File: config.mk
export PLATFORM = sky130hd
export DESIGN_NAME = graph_edge_table_reachability_flat
export DESIGN_NICKNAME = d
export VERILOG_FILES = /design/src/rtl/gert_pkg.sv /design/src/rtl/gert_if.sv /design/src/rtl/graph_edge_table_reachability.sv /design/src/rtl/gert_cfg.sv /design/src/rtl/gert_adj.sv /design/src/rtl/gert_stack.sv /design/src/rtl/gert_pick.sv /design/src/flat_wrapper.sv
export VERILOG_INCLUDE_DIRS = /design/src /design/src/rtl
export SDC_FILE = /design/constraint.sdc
export NUM_CORES = 1
export LEC_CHECK = 0
export BUFFER_PORTS_ARGS = -buffer_cell sky130_fd_sc_hd__buf_2
export CORE_UTILIZATION = 40
export CTS_CLUSTER_DIAMETER = 50
export DETAILED_ROUTE_END_ITERATION = 8
export GPL_TIMING_DRIVEN = 0
export PLACE_DENSITY_LB_ADDON = 0.15
export SLEW_MARGIN = 0
export SYNTH_ARGS = -nofsm -noshare
export SYNTH_HDL_FRONTEND = slang
export SYNTH_SLANG_ARGS = --single-unit
File: constraint.sdc
create_clock -name clk -period 4.5 [get_ports clk]
set_clock_uncertainty 0.15 [all_clocks]
set_input_delay 0 -clock clk [delete_from_list [all_inputs] [get_ports clk]]
set_output_delay 0 -clock clk [all_outputs]
set_load 0.01 [all_outputs]
File: src/rtl/graph_edge_table_reachability_assert.svh
// ----------------------------------------------------------------------------
// Assertion macros for the graph edge table
// Concurrent checks that disappear when SYNTHESIS is defined.
// ----------------------------------------------------------------------------
`ifndef GRAPH_EDGE_TABLE_REACHABILITY_ASSERT_SVH
`define GRAPH_EDGE_TABLE_REACHABILITY_ASSERT_SVH

`ifndef SYNTHESIS
`define GERT_ASSERT(lbl, clk, rst_n, prop, msg) \
	lbl: assert property (@(posedge clk) disable iff (!rst_n) prop) else $error(msg);
`define GERT_ASSERT_NEVER(lbl, clk, rst_n, cond, msg) \
	lbl: assert property (@(posedge clk) disable iff (!rst_n) !(cond)) else $error(msg);
`else
`define GERT_ASSERT(lbl, clk, rst_n, prop, msg)
`define GERT_ASSERT_NEVER(lbl, clk, rst_n, cond, msg)
`endif

`endif

File: src/rtl/gert_pkg.sv
// ----------------------------------------------------------------------------
// gert_pkg
// Widths, codes and shared types of the graph edge table.
// ----------------------------------------------------------------------------
package gert_pkg;

	localparam int NODES_DEF = 16;
	localparam int NODE_W    = 4;
	localparam int OP_W      = 2;
	localparam int ST_W      = 2;
	localparam int EDGE_W    = 9;
	localparam int CNT_W     = 5;
	localparam int CFG_AW    = 3;
	localparam int CFG_DW    = 32;

	localparam logic [CNT_W-1:0] NODE_COUNT_RST = 5'd16;

	// Register index of node_count (byte address bits above the word offset).
	localparam logic REG_NODE_COUNT = 1'b0;

	typedef enum logic [OP_W-1:0] {
		OP_ADD    = 2'd0,
		OP_REMOVE = 2'd1,
		OP_QUERY  = 2'd2,
		OP_NONE   = 2'd3
	} op_t;

	typedef enum logic [ST_W-1:0] {
		ST_OK       = 2'd0,
		ST_NOCHANGE = 2'd1,
		ST_RANGE    = 2'd2
	} status_t;

	typedef struct packed {
		logic clear;
		logic push;
		logic pop;
	} stk_ctl_t;

endpackage

File: src/rtl/gert_if.sv
// ----------------------------------------------------------------------------
// gert_cmd_if / gert_rsp_if
// Valid/ready channels for command words and result words.
// ----------------------------------------------------------------------------
interface gert_cmd_if;
	logic                        valid;
	logic                        ready;
	logic [gert_pkg::OP_W-1:0]   opcode;
	logic [gert_pkg::NODE_W-1:0] from_node;
	logic [gert_pkg::NODE_W-1:0] to_node;

	modport source (output valid, output opcode, output from_node, output to_node,
		input ready);
	modport sink (input valid, input opcode, input from_node, input to_node,
		output ready);
endinterface

interface gert_rsp_if;
	logic                        valid;
	logic                        ready;
	logic [gert_pkg::ST_W-1:0]   status;
	logic                        path_found;
	logic [gert_pkg::EDGE_W-1:0] edge_total;

	modport source (output valid, output status, output path_found, output edge_total,
		input ready);
	modport sink (input valid, input status, input path_found, input edge_total,
		output ready);
endinterface

File: src/rtl/graph_edge_table_reachability.sv
// ----------------------------------------------------------------------------
// graph_edge_table_reachability
// Steps: unused, out-of-range and self queries go from accept straight to the
// done step; add and remove read the row, then update it; a search repeats
// scan, pick, pop and pop-wait until the target is found or the stack is empty.
// One word at a time: a new command word is taken only in the idle state, and
// the done step waits until the result register is free.
// Reset clears the control state, the row valid bits, the edge count and sets
// node_count to 16; there is no clearing pass.
// ----------------------------------------------------------------------------
`include "graph_edge_table_reachability_assert.svh"

module graph_edge_table_reachability #(
	parameter int NODES = gert_pkg::NODES_DEF
) (
	input  logic                        clk,
	input  logic                        arst_n,
	input  logic                        psel,
	input  logic                        penable,
	input  logic                        pwrite,
	input  logic [gert_pkg::CFG_AW-1:0] paddr,
	input  logic [gert_pkg::CFG_DW-1:0] pwdata,
	output logic [gert_pkg::CFG_DW-1:0] prdata,
	output logic                        pready,
	gert_cmd_if.sink                    cmd,
	gert_rsp_if.source                  rsp
);

	localparam int NW = (NODES > 1) ? $clog2(NODES) : 1;
	localparam int CW = ($clog2(NODES + 1) > gert_pkg::CNT_W) ?
		$clog2(NODES + 1) : gert_pkg::CNT_W;
	localparam logic [NODES-1:0] ONE = NODES'(1);

	typedef enum logic [6:0] {
		S_IDLE    = 7'b0000001,
		S_ROW     = 7'b0000010,
		S_SCAN    = 7'b0000100,
		S_PICK    = 7'b0001000,
		S_POP     = 7'b0010000,
		S_POPWAIT = 7'b0100000,
		S_DONE    = 7'b1000000
	} state_t;

	state_t                        state_q;
	gert_pkg::op_t                 op_q;
	gert_pkg::status_t             status_q;
	logic [NW-1:0]                 u_q;
	logic [NW-1:0]                 v_q;
	logic [NODES-1:0]              visited_q;
	logic [NODES-1:0]              fresh_q;
	logic                          path_q;
	logic [gert_pkg::EDGE_W-1:0]   edge_cnt_q;
	logic                          rsp_valid_q;
	logic [gert_pkg::ST_W-1:0]     rsp_status_q;
	logic                          rsp_path_q;
	logic [gert_pkg::EDGE_W-1:0]   rsp_edge_q;

	logic [gert_pkg::CNT_W-1:0]    node_count;
	logic [CW-1:0]                 cnt;
	logic [NODES-1:0]              range_mask;
	logic                          oor;
	logic                          accept;
	logic                          out_free;
	gert_pkg::op_t                 cmd_op;
	logic [NW-1:0]                 cmd_from;
	logic [NW-1:0]                 cmd_to;

	logic [NW-1:0]                 adj_rd_addr;
	logic [NODES-1:0]              adj_rd_data;
	logic                          adj_wr_en;
	logic [NODES-1:0]              adj_wr_data;
	logic                          row_bit;

	gert_pkg::stk_ctl_t            stk_ctl;
	logic [NW-1:0]                 stk_rdata;
	logic                          stk_empty;

	logic                          pick_any;
	logic [NW-1:0]                 pick_idx;
	logic [NODES-1:0]              pick_oh;

	gert_cfg u_cfg (
		.clk        (clk),
		.arst_n     (arst_n),
		.psel       (psel),
		.penable    (penable),
		.pwrite     (pwrite),
		.paddr      (paddr),
		.pwdata     (pwdata),
		.prdata     (prdata),
		.pready     (pready),
		.node_count (node_count)
	);

	gert_adj #(.NODES(NODES), .NW(NW)) u_adj (
		.clk     (clk),
		.arst_n  (arst_n),
		.rd_addr (adj_rd_addr),
		.wr_en   (adj_wr_en),
		.wr_addr (u_q),
		.wr_data (adj_wr_data),
		.rd_data (adj_rd_data)
	);

	gert_stack #(.NODES(NODES), .NW(NW)) u_stack (
		.clk    (clk),
		.arst_n (arst_n),
		.ctl    (stk_ctl),
		.wdata  (pick_idx),
		.rdata  (stk_rdata),
		.empty  (stk_empty)
	);

	gert_pick #(.NODES(NODES), .NW(NW)) u_pick (
		.vec (fresh_q),
		.any (pick_any),
		.idx (pick_idx)
	);

	// Effective node count is the register saturated to the table size.
	always_comb begin
		cnt = (CW'(node_count) > CW'(NODES)) ? CW'(NODES) : CW'(node_count);
		for (int i = 0; i < NODES; i++) begin
			range_mask[i] = (CW'(i) < cnt);
		end
	end

	assign cmd_op   = gert_pkg::op_t'(cmd.opcode);
	assign cmd_from = NW'(cmd.from_node);
	assign cmd_to   = NW'(cmd.to_node);
	assign oor      = (CW'(cmd.from_node) >= cnt) || (CW'(cmd.to_node) >= cnt);
	assign cmd.ready = (state_q == S_IDLE);
	assign accept   = cmd.valid && cmd.ready;
	assign out_free = !rsp_valid_q || rsp.ready;

	assign pick_oh  = ONE << pick_idx;
	assign row_bit  = adj_rd_data[v_q];

	always_comb begin
		unique case (state_q)
			S_IDLE:    adj_rd_addr = cmd_from;
			S_POPWAIT: adj_rd_addr = stk_rdata;
			default:   adj_rd_addr = u_q;
		endcase
	end

	assign adj_wr_en = (state_q == S_ROW) &&
		(((op_q == gert_pkg::OP_ADD) && !row_bit) ||
		 ((op_q == gert_pkg::OP_REMOVE) && row_bit));
	assign adj_wr_data = (op_q == gert_pkg::OP_ADD) ?
		(adj_rd_data | (ONE << v_q)) : (adj_rd_data & ~(ONE << v_q));

	always_comb begin
		stk_ctl.clear = accept && (cmd_op == gert_pkg::OP_QUERY);
		stk_ctl.push  = (state_q == S_PICK) && pick_any && (pick_idx != v_q);
		stk_ctl.pop   = (state_q == S_POP) && !stk_empty;
	end

	always_ff @(posedge clk or negedge arst_n) begin
		if (!arst_n) begin
			state_q     <= S_IDLE;
			edge_cnt_q  <= '0;
			rsp_valid_q <= 1'b0;
		end else begin
			if ((state_q == S_DONE) && out_free) begin
				rsp_valid_q <= 1'b1;
			end else if (rsp.ready) begin
				rsp_valid_q <= 1'b0;
			end
			unique case (state_q)
				S_IDLE: begin
					if (accept) begin
						if ((cmd_op == gert_pkg::OP_NONE) || oor ||
						    ((cmd_op == gert_pkg::OP_QUERY) && (cmd_from == cmd_to))) begin
							state_q <= S_DONE;
						end else if (cmd_op == gert_pkg::OP_QUERY) begin
							state_q <= S_SCAN;
						end else begin
							state_q <= S_ROW;
						end
					end
				end
				S_ROW: begin
					if (adj_wr_en) begin
						if (op_q == gert_pkg::OP_ADD) begin
							edge_cnt_q <= edge_cnt_q + gert_pkg::EDGE_W'(1);
						end else begin
							edge_cnt_q <= edge_cnt_q - gert_pkg::EDGE_W'(1);
						end
					end
					state_q <= S_DONE;
				end
				S_SCAN: begin
					state_q <= S_PICK;
				end
				S_PICK: begin
					if (pick_any) begin
						if (pick_idx == v_q) begin
							state_q <= S_DONE;
						end
					end else begin
						state_q <= S_POP;
					end
				end
				S_POP: begin
					state_q <= stk_empty ? S_DONE : S_POPWAIT;
				end
				S_POPWAIT: begin
					state_q <= S_SCAN;
				end
				S_DONE: begin
					if (out_free) begin
						state_q <= S_IDLE;
					end
				end
				default: begin
					state_q <= S_IDLE;
				end
			endcase
		end
	end

	always_ff @(posedge clk) begin
		unique case (state_q)
			S_IDLE: begin
				if (accept) begin
					op_q      <= cmd_op;
					u_q       <= cmd_from;
					v_q       <= cmd_to;
					visited_q <= ONE << cmd_from;
					path_q    <= 1'b0;
					status_q  <= gert_pkg::ST_OK;
					if (cmd_op == gert_pkg::OP_NONE) begin
						status_q <= gert_pkg::ST_NOCHANGE;
					end else if (oor) begin
						status_q <= gert_pkg::ST_RANGE;
					end else if ((cmd_op == gert_pkg::OP_QUERY) && (cmd_from == cmd_to)) begin
						path_q <= 1'b1;
					end
				end
			end
			S_ROW: begin
				status_q <= adj_wr_en ? gert_pkg::ST_OK : gert_pkg::ST_NOCHANGE;
			end
			S_SCAN: begin
				fresh_q <= adj_rd_data & range_mask & ~visited_q;
			end
			S_PICK: begin
				if (pick_any) begin
					visited_q <= visited_q | pick_oh;
					fresh_q   <= fresh_q & ~pick_oh;
					if (pick_idx == v_q) begin
						path_q <= 1'b1;
					end
				end
			end
			S_DONE: begin
				if (out_free) begin
					rsp_status_q <= status_q;
					rsp_path_q   <= path_q;
					rsp_edge_q   <= edge_cnt_q;
				end
			end
			default: begin
			end
		endcase
	end

	assign rsp.valid      = rsp_valid_q;
	assign rsp.status     = rsp_status_q;
	assign rsp.path_found = rsp_path_q;
	assign rsp.edge_total = rsp_edge_q;

	// A new result word only appears after the sequencer has finished an item.
	`GERT_ASSERT(a_load_from_done, clk, arst_n,
		(state_q != S_DONE) && !rsp_valid_q |=> !rsp_valid_q,
		"result word appeared outside the done step")
	// The edge count moves only while an add or remove updates a row.
	`GERT_ASSERT(a_edge_only_in_row, clk, arst_n,
		(state_q != S_ROW) |=> $stable(edge_cnt_q),
		"edge count changed outside a row update")
	// Candidates for the pick are never nodes that the search already marked.
	`GERT_ASSERT_NEVER(a_fresh_unvisited, clk, arst_n,
		(state_q == S_PICK) && ((fresh_q & visited_q) != '0),
		"candidate node already visited")
	`GERT_ASSERT_NEVER(a_path_needs_ok, clk, arst_n,
		rsp.valid && rsp.path_found && (rsp.status != gert_pkg::ST_OK),
		"path reported with a failing status")

endmodule

File: src/rtl/gert_cfg.sv
// ----------------------------------------------------------------------------
// gert_cfg
// APB register file holding the node count.
// ----------------------------------------------------------------------------
module gert_cfg (
	input  logic                        clk,
	input  logic                        arst_n,
	input  logic                        psel,
	input  logic                        penable,
	input  logic                        pwrite,
	input  logic [gert_pkg::CFG_AW-1:0] paddr,
	input  logic [gert_pkg::CFG_DW-1:0] pwdata,
	output logic [gert_pkg::CFG_DW-1:0] prdata,
	output logic                        pready,
	output logic [gert_pkg::CNT_W-1:0]  node_count
);

	logic [gert_pkg::CNT_W-1:0] node_count_q;
	logic                       hit;

	assign pready = 1'b1;
	assign hit    = (paddr[gert_pkg::CFG_AW-1:2] == gert_pkg::REG_NODE_COUNT);

	always_ff @(posedge clk or negedge arst_n) begin
		if (!arst_n) begin
			node_count_q <= gert_pkg::NODE_COUNT_RST;
		end else if (psel && penable && pwrite && pready && hit) begin
			node_count_q <= pwdata[gert_pkg::CNT_W-1:0];
		end
	end

	always_comb begin
		prdata = '0;
		if (hit) begin
			prdata = {{(gert_pkg::CFG_DW-gert_pkg::CNT_W){1'b0}}, node_count_q};
		end
	end

	assign node_count = node_count_q;

endmodule

File: src/rtl/gert_adj.sv
// ----------------------------------------------------------------------------
// gert_adj
// Adjacency row memory, one row per source node, registered read.
// ----------------------------------------------------------------------------
module gert_adj #(
	parameter int NODES = gert_pkg::NODES_DEF,
	parameter int NW    = 4
) (
	input  logic             clk,
	input  logic             arst_n,
	input  logic [NW-1:0]    rd_addr,
	input  logic             wr_en,
	input  logic [NW-1:0]    wr_addr,
	input  logic [NODES-1:0] wr_data,
	output logic [NODES-1:0] rd_data
);

	logic [NODES-1:0] mem [NODES];
	logic [NODES-1:0] row_valid_q;
	logic [NODES-1:0] rd_data_q;

	// A row that was never written since reset reads as empty.
	always_ff @(posedge clk or negedge arst_n) begin
		if (!arst_n) begin
			row_valid_q <= '0;
		end else if (wr_en) begin
			row_valid_q[wr_addr] <= 1'b1;
		end
	end

	always_ff @(posedge clk) begin
		if (wr_en) begin
			mem[wr_addr] <= wr_data;
		end
		rd_data_q <= row_valid_q[rd_addr] ? mem[rd_addr] : '0;
	end

	assign rd_data = rd_data_q;

endmodule

File: src/rtl/gert_stack.sv
// ----------------------------------------------------------------------------
// gert_stack
// Search stack of node numbers with a registered pop read.
// ----------------------------------------------------------------------------
module gert_stack #(
	parameter int NODES = gert_pkg::NODES_DEF,
	parameter int NW    = 4
) (
	input  logic               clk,
	input  logic               arst_n,
	input  gert_pkg::stk_ctl_t ctl,
	input  logic [NW-1:0]      wdata,
	output logic [NW-1:0]      rdata,
	output logic               empty
);

	localparam int SPW = $clog2(NODES + 1);

	logic [NW-1:0]  mem [NODES];
	logic [SPW-1:0] sp_q;
	logic [SPW-1:0] sp_m1;
	logic [NW-1:0]  rdata_q;

	assign sp_m1 = sp_q - SPW'(1);
	assign empty = (sp_q == '0);

	always_ff @(posedge clk or negedge arst_n) begin
		if (!arst_n) begin
			sp_q <= '0;
		end else if (ctl.clear) begin
			sp_q <= '0;
		end else if (ctl.push) begin
			sp_q <= sp_q + SPW'(1);
		end else if (ctl.pop && !empty) begin
			sp_q <= sp_m1;
		end
	end

	always_ff @(posedge clk) begin
		if (ctl.push) begin
			mem[sp_q[NW-1:0]] <= wdata;
		end
		if (ctl.pop) begin
			rdata_q <= mem[sp_m1[NW-1:0]];
		end
	end

	assign rdata = rdata_q;

endmodule

File: src/rtl/gert_pick.sv
// ----------------------------------------------------------------------------
// gert_pick
// Priority pick: lowest set bit of a row of candidate nodes.
// ----------------------------------------------------------------------------
module gert_pick #(
	parameter int NODES = gert_pkg::NODES_DEF,
	parameter int NW    = 4
) (
	input  logic [NODES-1:0] vec,
	output logic             any,
	output logic [NW-1:0]    idx
);

	always_comb begin
		any = 1'b0;
		idx = '0;
		for (int i = NODES - 1; i >= 0; i--) begin
			if (vec[i]) begin
				any = 1'b1;
				idx = NW'(i);
			end
		end
	end

endmodule

File: src/flat_wrapper.sv
// flat-port wrapper written by rule: the top's interface ports become plain ports
module graph_edge_table_reachability_flat 
#(
	parameter int NODES = gert_pkg::NODES_DEF
)
  (clk, arst_n, psel, penable, pwrite, paddr, pwdata, prdata, pready, cmd_valid, cmd_opcode, cmd_from_node, cmd_to_node, cmd_ready, rsp_valid, rsp_status, rsp_path_found, rsp_edge_total, rsp_ready);
  gert_cmd_if cmd_i ();
  gert_rsp_if rsp_i ();
  input  logic clk;
  input  logic arst_n;
  input  logic psel;
  input  logic penable;
  input  logic pwrite;
  input  logic [gert_pkg::CFG_AW-1:0] paddr;
  input  logic [gert_pkg::CFG_DW-1:0] pwdata;
  output logic [gert_pkg::CFG_DW-1:0] prdata;
  output logic pready;
  input wire logic [$bits(cmd_i.valid)-1:0] cmd_valid;
  input wire logic [$bits(cmd_i.opcode)-1:0] cmd_opcode;
  input wire logic [$bits(cmd_i.from_node)-1:0] cmd_from_node;
  input wire logic [$bits(cmd_i.to_node)-1:0] cmd_to_node;
  output wire logic [$bits(cmd_i.ready)-1:0] cmd_ready;
  output wire logic [$bits(rsp_i.valid)-1:0] rsp_valid;
  output wire logic [$bits(rsp_i.status)-1:0] rsp_status;
  output wire logic [$bits(rsp_i.path_found)-1:0] rsp_path_found;
  output wire logic [$bits(rsp_i.edge_total)-1:0] rsp_edge_total;
  input wire logic [$bits(rsp_i.ready)-1:0] rsp_ready;
  assign cmd_i.valid = cmd_valid;
  assign cmd_i.opcode = cmd_opcode;
  assign cmd_i.from_node = cmd_from_node;
  assign cmd_i.to_node = cmd_to_node;
  assign cmd_ready = cmd_i.ready;
  assign rsp_valid = rsp_i.valid;
  assign rsp_status = rsp_i.status;
  assign rsp_path_found = rsp_i.path_found;
  assign rsp_edge_total = rsp_i.edge_total;
  assign rsp_i.ready = rsp_ready;
  graph_edge_table_reachability #(.NODES(NODES)) u_core (.clk(clk), .arst_n(arst_n), .psel(psel), .penable(penable), .pwrite(pwrite), .paddr(paddr), .pwdata(pwdata), .prdata(prdata), .pready(pready), .cmd(cmd_i), .rsp(rsp_i));
endmodule
Word level (Yosys, flattened, before mapping)
Memories as Yosys holds them, arrays and structs flattened. A register that Yosys moved wholly into a read port is not among the register bits. Cells that the tools add are included.

Bits in registers: 100. Memory bits (writable): 320. Output and inout bits: 47. Memories kept: 2.

Add/sub/neg operators: 4. Magnitude comparators: 23. Equality and inequality tests: 18. Shift-type cells: 3. Muxes and demuxes: 77. Bitwise logic cells: 11. Reductions and logical operators: 39.

Memories: u_core.u_adj.mem (words 16, width 16, read ports 1, clocked after memory_dff 1, wr ports 1, line gert_adj.sv:18) `logic [NODES-1:0] mem [NODES];`; u_core.u_stack.mem (words 16, width 4, read ports 1, clocked after memory_dff 1, wr ports 1, line gert_stack.sv:19) `logic [NW-1:0] mem [NODES];`.

Operators with widths (count): $and 16x16->16 (4); $mux 16 (4); $mux 4 (16); $pmux 16 s2 (2); $pmux 7 s7 (1); $not 16->16 (3); $or 16x16->16 (3); $shl 1x4->16 const A (3); $mux 7 (6); $lt 4x5->1 const A (8); $mux 1 (32); $mux 5 (5); $lt 3x5->1 const A (4); $logic_and 1x1->1 (15); $lt 4x5->1 const B (3); $ge 4x5->1 (2); $lt 1x5->1 const A (2); $lt 2x5->1 const A (2); $reduce_and 2->1 (5); $add 9x1->9 const B (1); $mux 9 (1); $sub 9x1->9 const B (1); $bmux 1 s4 (2); $eq 4x4->1 (2); other kinds (32) (48).

Longest topological paths before layout
Depth in word-level cells: 21. Gate-level depth with buffers: 12.

Modules after synthesis
A second synthesis with hierarchy kept.

Cell total of the unflattened synthesis: 1210. Area total of the unflattened synthesis: 19064.5 um^2.

By module, submodules not included: gert_adj (times used 1, cells each 473, area each 10727.8 um^2); graph_edge_table_reachability (times used 1, cells each 454, area each 4561.9 um^2); gert_stack (times used 1, cells each 204, area each 3128.0 um^2); gert_cfg (times used 1, cells each 46, area each 467.9 um^2); gert_pick (times used 1, cells each 33, area each 178.9 um^2).

Worst setup path after synthesis
OpenSTA, ideal clock, no wires.

Path kind: reg-to-reg. Start: register u_core.v_q[0]. End: memory u_core.u_adj.mem[4][0] in the netlist's numbering (enable). Setup time: 0.389 ns. Data arrival time: 3.149 ns. Path slack: 0.811 ns. Stages on the path, launching flop included: 8. Path buffers: 1. Period minus slack after synthesis: 3.689 ns. Path through: edfxtp_1 -> buf_6 -> mux4_2 -> mux4_2 -> or2_0 -> a211o_1 -> or3_4 -> nor2_1.

Cells in the longest elaborated chain, start to end: 8. Elaborated cells between the ends (all ways): 9. Classes of those cells: mux: 4; reduce/logical: 5.

Ends and longest elaborated chain: start: declaration (line graph_edge_table_reachability.sv:48) `logic [NW-1:0] v_q;`; start signal: assignment (line graph_edge_table_reachability.sv:229) `v_q <= cmd_to;`; $bmux 1 s4 (*) (line graph_edge_table_reachability.sv:137) `assign row_bit = adj_rd_data[v_q];`; $mux 1 (implied by the code) (*) (line graph_edge_table_reachability.sv:137); $logic_not 1->1 (line graph_edge_table_reachability.sv:148) `(((op_q == gert_pkg::OP_ADD) && !row_bit) ||`; $logic_and 1x1->1 (line graph_edge_table_reachability.sv:148); $logic_or 1x1->1 (*) (line graph_edge_table_reachability.sv:148); $logic_and 1x1->1 (*) (line graph_edge_table_reachability.sv:147) `assign adj_wr_en = (state_q == S_ROW) &&`; $mux 1 (*) (line gert_adj.sv:32) `if (wr_en) begin`; $mux 1 (implied by the code) (*) (line gert_adj.sv:33) `mem[wr_addr] <= wr_data;`; end: declaration (line gert_adj.sv:18).

Every way passes the cells marked *; elsewhere a longest branch is shown, timed or not. The select of a mux whose other input is x is not followed.

Worst setup path after layout
Start: register u_core.state_q[4]. End: register u_core.u_adj.rd_data_q[5], in the netlist u_core.u_adj.rd_data[5], read port of u_core.u_adj.mem.

Cells in the longest elaborated chain, start to end: 5. Elaborated cells between the ends (all ways): 6. Classes of those cells: eq/ne: 2; mux: 3; reduce/logical: 1.

Ends and longest elaborated chain: start: declaration (line graph_edge_table_reachability.sv:44) `state_t state_q;`; start signal: assignment (line graph_edge_table_reachability.sv:206) `state_q <= stk_empty ? S_DONE : S_POPWAIT;`; $eq 7x6->1 / $eq 7x1->1 (equally long branches) (line graph_edge_table_reachability.sv:140) `unique case (state_q)`; $pmux 4 s2 (*) (line graph_edge_table_reachability.sv:140); $bmux 1 s4 (line gert_adj.sv:35) `rd_data_q <= row_valid_q[rd_addr] ? mem[rd_addr] : '0;`; $mux 1 (implied by the code) (line gert_adj.sv:35); $logic_not 1->1 (no line); end: declaration (line gert_adj.sv:20) `logic [NODES-1:0] rd_data_q;`.

Marked as above. A chain may end at the register's enable or synchronous reset.

==> key figures <==
Status
  – Status: finished with violations
  – Failing checks: hold timing

GRT
  – Largest net degree at the start of global routing: 44
  – Vias in the first global route: 11408
  – Initial antenna violation count: 0
  – Overflow after GRT: 0
  – First-pass GRT wire length: 71000 um
  – GRT Total Usage: 0.199

Yosys
  – Main combinational cell family by area after synthesis: multiplexers
  – Mux share of post-synthesis cell area: 0.106
  – Synthesized area per cell: 14.6 um^2
  – Asr flop ratio synth: 0.0977
  – Seq cells post-synth: 440
  – Yosys warnings: 0
  – Synth Area in Compound Gates: 0.0719
  – Post-Syn Instances: 1296
  – Adder-cell share of the synthesized area: 0.0143
  – Synth Area in Simple Gates: 0.0935
  – Seq/Total Area, Yosys: 0.678
  – Mapped Area: 18900 um^2
  – Yosys cell types: 74
  – Post-synth EDFFs: 381
  – Top_reg_cell synth: edfxtp_1
  – Xor/xnor share of the synthesized area: 0.00740

Drt
  – First DRT Iteration DRCs: 954
  – Wire per inst: 22.1 um
  – Vias per Instance: 5.41
  – Final wirelength: 46800 um
  – Post-route ant nets: 0
  – Vias: 11472
  – # DRC: 0
  – DR pass1 iterations: 5

Power and ir drop
  – Maximum VDD drop: 309 uV
  – Leakage power: 8.15 nW
  – Pwr per Cell Area: 568 nW/um^2

Setup path
  – Critical Path AT: 4610 ps
  – R2r startpoint: u_core.state_q[4]
  – Startpoint Class: flop
  – CP Max Fanout: 10
  – CP startpoint: u_core.state_q[4]
  – R2R setup slack: 200 ps
  – Critical Path Sink Type: flop
  – Worst endpoint required time: 4810 ps
  – Kind of critical path: reg -> reg

Final layout
  – # nets final: 1545
  – # diodes: 0
  – Fillers: 4077
  – Design area: 22300 um^2
  – Area growth from synthesis to layout: 17.9%
  – Share of layout cells above drive strength 1: 0.183

Timing
  – Hold violation total from the final report: 4
  – Min Tclk post-route: 4300 ps
  – Max-slew violations: 0
  – F_max: 232 MHz
  – Slew at the pin closest to its max-slew limit: 1190 ps
  – Setup TNS: 0 ps
  – Final setup fails: 0
  – Max_slew headroom: 0.202
  – Hold_ws: -19.9 ps
  – Final worst slack: 197 ps
  – Period Utilization, post-route: 0.956
  – RSZ-0062 raised after global routing: no

Die
  – Die width: 220 um
  – I/O pins: 99
  – Die Y: 220 um
  – Total die area: 48200 um^2
  – Initial core utilization: 0.406
  – Site Rows: 79
  – Core box area: 46700 um^2

Placement
  – Placed Area: 20400 um^2
  – DP Wirelength: 32800 um
  – Pre-CTS setup slack: 61.5 ps
  – IO Port Bufs: 41
  – Final GP Congestion: 0.857

Flow run
  – Max-cap violations: 0

Clocking
  – Root Driver: clkbuf_16
  – Cts bufs inserted: 49
  – Skew-Pair Late Insertion Delay: 600 ps
  – H-tree levels: 2
  – CTS tree: yes
  – Clock slew at reported path FFs: 60 ps
  – Bufs on Longest Clock Path: 3
  – Num Clock Sinks: 440

Worst hold path
  – Hold Path Class: in -> async
[placed cells by master (no fill, tap or decap), types with 11 or more instances in the layout]
cell type and instances:
buf_8 14, clkinv_2 14, edfxtp_1 381, mux2_2 11, ha_1 20, nand2b_1 24, nand2_1 52, clkbuf_16 49
nor2_2 18, buf_4 37, conb_1 28, clkbuf_1 41, dfxtp_1 16, inv_1 23, dlygate4sd3_1 32, a21oi_1 32
buf_2 56, nor3_1 23, nor4_1 20, nor2b_1 17, nand3_1 29, and3_1 11, nor2_1 67, mux2i_1 131
o22ai_1 65, o21ai_0 44, mux4_2 23, dfrtp_1 41, nor3b_1 13
[layout make-up]
cell class	count	area, um^2	share of cell area
multi-input combinational	776	5750	0.258
inverter	24	93.8	0.00420
clock inverter	36	350	0.0157
tap	607	759	0.0340
buffer	82	445	0.0199
timing repair buffer	99	838	0.0375
clock buffer	55	1260	0.0563
sequential	440	12800	0.575
[layer usage]
metal / GRT usage / vias to the layer above / share of wire
met3: 0.0402 / 69 / 0.055
li1: - / 5352 / -
met1: 0.274 / 5731 / 0.45
met2: 0.322 / 320 / 0.48
met4: 0.0492 / 0 / 0.019
met5: 0 / - / 0
[final timing paths]
check                                                to  depth (start not counted)
setup / recovery                u_core.u_adj.rd_data[5]                         11
hold / removal               u_core.u_cfg.node_count[1]                          2
setup reg to reg                u_core.u_adj.rd_data[5]                         11
hold reg to reg            u_core.u_adj.row_valid_q[14]                          2
max in group asynchronous          u_core.edge_cnt_q[4]                          2
min in group clk                          u_core.u_q[1]                          2
[kinds of logic after synthesis]
logic type | after synthesis
flops | 440
simple gates | 333
compound gates | 210
mux | 168
buf+inv | 106
fa+ha+maj | 21
xor+xnor | 16
other cells | 2
[power breakdown]
| group | internal [mW] | switching (mW) | leakage (nW) |
|---|---|---|---|
| Combinational | 1.39 | 2.31 | 3.15 |
| Clock | 2.27 | 1.69 | 0.784 |
| Sequential | 4.84 | 0.177 | 4.22 |
[state kept, by name, indices dropped and copies added (netlist names)]
register / count
u_core.rsp.edge_total: 9
u_core.rsp.path_found: 1
u_core.u_stack.sp_q: 5
u_core.state_q: 7
u_core.rsp.status: 2
u_core.u_q: 4
u_core.u_stack.mem: 64
u_core.rsp.valid: 1
u_core.u_cfg.node_count: 5
u_core.edge_cnt_q: 9
u_core.u_adj.mem: 256
u_core.u_stack.rdata: 4
u_core.op_q: 2
u_core.visited_q: 16
u_core.u_adj.rd_data: 16
u_core.status_q: 2
u_core.v_q: 4
u_core.fresh_q: 16
u_core.u_adj.row_valid_q: 16
u_core.path_q: 1
[Yosys cell counts, types with 20 or more instances]
master | count | area share
a21oi_1 | 32 | 0.0085
buf_4 | 30 | 0.012
clkbuf_1 | 36 | 0.0071
dfrtp_1 | 41 | 0.054
edfxtp_1 | 381 | 0.60
ha_1 | 20 | 0.013
inv_1 | 23 | 0.0046
mux2i_1 | 132 | 0.070
mux4_2 | 23 | 0.027
nand2_1 | 52 | 0.010
nand2b_1 | 24 | 0.0079
nand3_1 | 29 | 0.0077
nor2_1 | 85 | 0.017
nor3_1 | 24 | 0.0063
nor4_1 | 20 | 0.0066
o21ai_0 | 46 | 0.012
o22ai_1 | 65 | 0.021
[worst max-delay path, stage by stage, from the launching register on]
cell	delay, ps
dfrtp_1	450
nor3_2	350
nand3_1	290
inv_1	160
buf_2	270
nor3b_1	120
a221o_1	390
nand3_1	430
clkbuf_1	540
o22ai_1	250
nor4_1	680
nor2_1	70
[what timing repair did]
| item | 4_1_cts | 5_1_grt |
|---|---|---|
| resized for setup | 0 | 1 |
| setup buffers | 0 | 0 |
| hold buffers | 32 | 0 |
| endpoints found under the setup margin | 0 | 1 |
| hold endpoints to repair | 84 | 0 |
[through the flow]
stage / power (mW) / instances / utilization
floorplan: 7.50 / 1322 / -
global placement: 8.69 / 1970 / 0.429
detailed placement: 8.75 / 1996 / 0.437
CTS: 12.8 / 2119 / 0.479
global route: 13.2 / 2119 / 0.479
finish: 12.7 / 2119 / 0.479
Power figures use the tool's default switching activity.
